===== config.mk =====
export PLATFORM = sky130hd
export DESIGN_NAME = brae_op_mac
export DESIGN_NICKNAME = d
export VERILOG_FILES = /design/src/rtl/core/brae_pkg.sv /design/src/rtl/core/brae_op_mac.sv
export SDC_FILE = /design/constraint.sdc
export NUM_CORES = 2
export LEC_CHECK = 0
export ABC_AREA = 1
export BUFFER_PORTS_ARGS = -buffer_cell sky130_fd_sc_hd__buf_4
export CAP_MARGIN = 40
export CORE_ASPECT_RATIO = 0.8
export CORE_MARGIN = 1.5
export CORE_UTILIZATION = 40
export CTS_BUF_LIST = sky130_fd_sc_hd__clkbuf_8
export DETAILED_ROUTE_END_ITERATION = 8
export PLACE_DENSITY = 0.61
export SLEW_MARGIN = 20
export SYNTH_ARGS = -nofsm -noshare
export SYNTH_HDL_FRONTEND = slang
export SYNTH_SLANG_ARGS = --single-unit

===== constraint.sdc =====
create_clock -name clk -period 15.1 [get_ports clk]
set_clock_uncertainty 0.05 [all_clocks]
set_input_delay 0.755 -clock clk [delete_from_list [all_inputs] [get_ports clk]]
set_output_delay 0.755 -clock clk [all_outputs]
set_load 0.1 [all_outputs]

===== src/rtl/core/brae_pkg.sv =====
package brae_pkg;

  localparam int FIELD_W   = 11;
  localparam int VALUE_W   = 32;
  localparam int RESULT_W  = 64;
  localparam int OPC_W     = 3;
  localparam int CFG_IDX_W = 2;

  typedef enum logic [OPC_W-1:0] {
    OPC_LOAD_ELEM = 3'd0,
    OPC_LOAD_OP   = 3'd1,
    OPC_QUERY     = 3'd2,
    OPC_COMPUTE   = 3'd3,
    OPC_READ      = 3'd4
  } opcode_t;

  localparam logic [CFG_IDX_W-1:0] CFG_ARRAY_LENGTH = 2'd0;
  localparam logic [CFG_IDX_W-1:0] CFG_OP_COUNT     = 2'd1;

  // One range-add operation as it sits in the operation memory.
  typedef struct packed {
    logic [FIELD_W-1:0] left;
    logic [FIELD_W-1:0] right;
    logic [VALUE_W-1:0] amount;
  } op_entry_t;

  typedef struct packed {
    logic clr;
    logic step;
  } mac_ctl_t;

  typedef struct packed {
    logic                skip;
    logic [FIELD_W-1:0]  lo;
    logic [FIELD_W-1:0]  hi;
    logic [RESULT_W-1:0] add;
  } mac_res_t;

  // A written value of zero counts as one; anything above the limit saturates.
  function automatic logic [FIELD_W-1:0] clamp_cfg(input logic [FIELD_W-1:0] v,
                                                   input logic [FIELD_W-1:0] lim);
    logic [FIELD_W-1:0] r;
    r = v;
    if (v == '0) begin
      r = FIELD_W'(1);
    end else if (v > lim) begin
      r = lim;
    end
    return r;
  endfunction

endpackage


===== src/rtl/core/brae_op_mac.sv =====
module brae_op_mac (
  input  logic                         clk,
  input  logic                         rst,
  input  brae_pkg::mac_ctl_t           ctl,
  input  logic [brae_pkg::VALUE_W-1:0] rep_diff,
  input  brae_pkg::op_entry_t          op,
  input  logic [brae_pkg::FIELD_W-1:0] len,
  output brae_pkg::mac_res_t           res
);
  import brae_pkg::*;

  logic [VALUE_W-1:0] cnt;
  logic               step_q;
  logic [VALUE_W-1:0] s1_amount;
  logic [FIELD_W-1:0] s1_lo;
  logic [FIELD_W-1:0] s1_hi;
  logic               s1_skip;
  logic [FIELD_W-1:0] hi_c;
  logic               skip_c;

  // The element range ends at the array length; an empty range adds nothing.
  always_comb begin
    hi_c   = (op.right > len) ? len : op.right;
    skip_c = (op.left == '0) || (op.left > hi_c);
  end

  always_ff @(posedge clk) begin
    if (rst) begin
      cnt    <= '0;
      step_q <= 1'b0;
    end else begin
      step_q <= ctl.step;
      if (ctl.clr) begin
        cnt <= '0;
      end else if (ctl.step) begin
        cnt <= cnt + rep_diff;
      end
    end
  end

  always_ff @(posedge clk) begin
    if (ctl.step) begin
      s1_amount <= op.amount;
      s1_lo     <= op.left;
      s1_hi     <= hi_c;
      s1_skip   <= skip_c;
    end
    if (step_q) begin
      res.add  <= s1_amount * cnt;
      res.lo   <= s1_lo;
      res.hi   <= s1_hi;
      res.skip <= s1_skip;
    end
  end

endmodule


==> qor.csv <==
metric;value;unit
status;completed;
fill_cells;11200;
cpPeakStageDelay;0.59;ns
placed_cell_area;47700;um2
hold_violations;0;
fin_tns_setup;0;ns
nets;7216;
fp.coreArea;111000;um2
synth.distinct_cells;41;
combPwrFrac;81.6;%
htree_num_levels;4;
met1_usage;37.4;%
startpoint_type;flop;
reg2reg_from;s1_amount[14];
worstSetupEndpointType;flop;
gp_congestion;0.912;
final_common_cell;inv_1;
gr-usage-all-layers;24.7;%
cp_common_cell;fa_1;
setup_viol;0;
syn_nets;7176;
netlist_area;44700;um2
p_total;6.46;mW
cts_buffers;17;
crit_family;adder cells;
yosysWarnings;0;
met3_usage;5.46;%
vias;35600;
avgSynthCellArea;7.63;um2
viasPerCell;4.80;
cp_data_required_time;15.44;ns
ctsHoldBuffers;0;
dieWidth;377;um
drive_above_1_share;6.36;%
antennaDiodeCount;0;
rows;109;
wl;133000;um
p_switching;3.96;mW
power.leakage;29.5;nW
met2_usage;36.3;%
grt_antenna_before_repair;1;
numPortBuffers;187;
power.internal;2.50;mW
critPathSlowestCell;fa_1;
synth-seq-area-share;11.0;%
clock_path_buffers;2;
clkPwrFrac;6.2;%
drc;0;
cts_resized;0;
start_util;40.4;%
min_period;7.53;ns
drt-pass1-iter-count;6;
holdWs;0.192;ns
tritoncts;done;
overflow;0;
crit_type;flop to flop;
area_delta_synth_final;7.64;%
tightest_slew;0.837;ns
dp_hpwl;106000;um
die_h;302;um
slew_viol_final;0;
cts-root-buf;clkbuf_8;
power.density;134;nW/um2
ff_latch_area;4930;um2
postRouteAntennaNets;0;
slew_headroom;44.2;%
io_pins;188;
crit_buf_inv;4;
synthCells;5862;
hp-start;op[19];
grt_max_degree;60;
clock_latency;0.69;ns
cp_max_fo;32;
clock.fmax;0.133;GHz
seq_power_share;12.2;%
fin_area;48100;um2
wl_per_cell;18.0;um
grt_pass1_vias;36800;
vdd_drop_max;249;uV
grt-busiest-layer;met1;
clock-sinks;175;
grt_pass1_wl;213000;um
rsz0062_at_grt;false;
ys_seq_elements;175;
clk_pin_slew;0.16;ns
crit_path_cell_trace;buf_4 > nand2_1 > inv_1 > fa_1 > fa_1 > inv_1 > fa_1 > fa_1 > inv_1 > fa_1 > fa_1 > fa_1 > fa_1 > ha_1 > nand2_1 > nor2_1 > nand2_1 > o21ai_1 > nand2b_1 > xor2_1;
period_share;49.9;%
cp-startpoint;s1_amount[14];
multi_input_area;31800;um2
worst-r2r-setup-slack;7.57;ns
drt_iter0_drc;3136;
postCtsSetupRepairBufs;0;
arrival;7.87;ns
switching_share;61.3;%
cap_viol_max_count;0;
final_cell_mix;1884 x inv_1, 1757 x nand2_1, 897 x fa_1;
hold_class;primary input to flop;
dieArea;114000;um2
## routing by layer
layer  vias up  share of wire (%)
li1      16400                  -
met1     17600                 47
met2      1483                 42
met3        96                 10
met4         4                1.2
met5         -              0.017
## power groups by stage
stage	registers (mW)	clock network [mW]	logic (mW)
after detailed placement	0.795	0	5.13
after global routing	0.797	0.436	5.77
after floorplan	1.25	0	2.92
final	0.790	0.402	5.27
after CTS	0.791	0.422	5.22
after global placement	0.807	0	5.15
## kinds of logic after synthesis
kind of cell               synth area share [%]
and+or+nand+nor                            18.8
buffers and inverters                      17.9
adders and majority gates                  49.0
xor gates and xnor gates                   1.18
DFF                                        11.0
AOI/OAI and AO/OA                          2.09
## registers in the layout (all words and copies together), names as in the netlist
name and count:
res 87, cnt 32, s1_amount 32, s1_hi 11
s1_lo 11, s1_skip 1, step_q 1
## path summary, 6_finish.rpt
path / endpoint / depth (start not counted)
setup / recovery: res[34] / 20
hold / removal: s1_amount[19] / 1
setup reg to reg: res[34] / 20
hold reg to reg: res[65] / 0
## Yosys cell counts
cell type	number	share of area, %
a21oi_1	94	1.1
and2_1	7	0.098
buf_2	1	0.011
nand3b_1	6	0.10
or2_1	1	0.014
buf_1	11	0.092
nand3_1	84	0.94
o21bai_1	10	0.17
clkbuf_1	222	1.9
o2111ai_1	1	0.020
o21bai_2	1	0.025
nor2_4	1	0.025
o21ai_1	4	0.045
nand2b_1	4	0.056
nor2_1	173	1.5
nand3_2	10	0.22
xor2_1	52	1.0
nor4_1	2	0.028
a21boi_2	3	0.076
o21a_1	3	0.050
dfxtp_1	33	1.5
nor3_2	9	0.20
nor2_2	20	0.28
nand4_1	14	0.20
nand2_1	1757	15
nor3_1	9	0.10
o21ai_2	9	0.18
ha_1	316	8.8
xnor2_1	8	0.16
fa_1	897	40
or2_0	1	0.014
o31ai_1	1	0.017
a21o_1	1	0.017
and3_1	1	0.014
inv_1	1884	16
o211ai_1	2	0.034
buf_4	1	0.017
edfxtp_1	142	9.5
nand2_2	24	0.34
inv_2	6	0.050
o21ai_0	37	0.41
## stage by stage
step / utilization (%) / setup slack, ns / instances
2_1_floorplan: - / 8.67 / 5862
3_3_place_gp: 43.0 / 7.67 / 7374
3_5_place_dp: 43.1 / 7.76 / 7378
4_1_cts: 43.5 / 7.62 / 7410
5_1_grt: 43.5 / 7.31 / 7413
6_report: 43.5 / 7.57 / 7413
## area by class of cell
cell class / instances / share of cell area, %
multi-input combinational: 3562 / 66.1
tap: 1498 / 3.90
clock inverter: 15 / 0.359
inverter: 1890 / 14.7
clock buffer: 17 / 0.486
timing repair buffer: 256 / 4.18
sequential: 175 / 10.3
(Power assumes the default switching activity.)
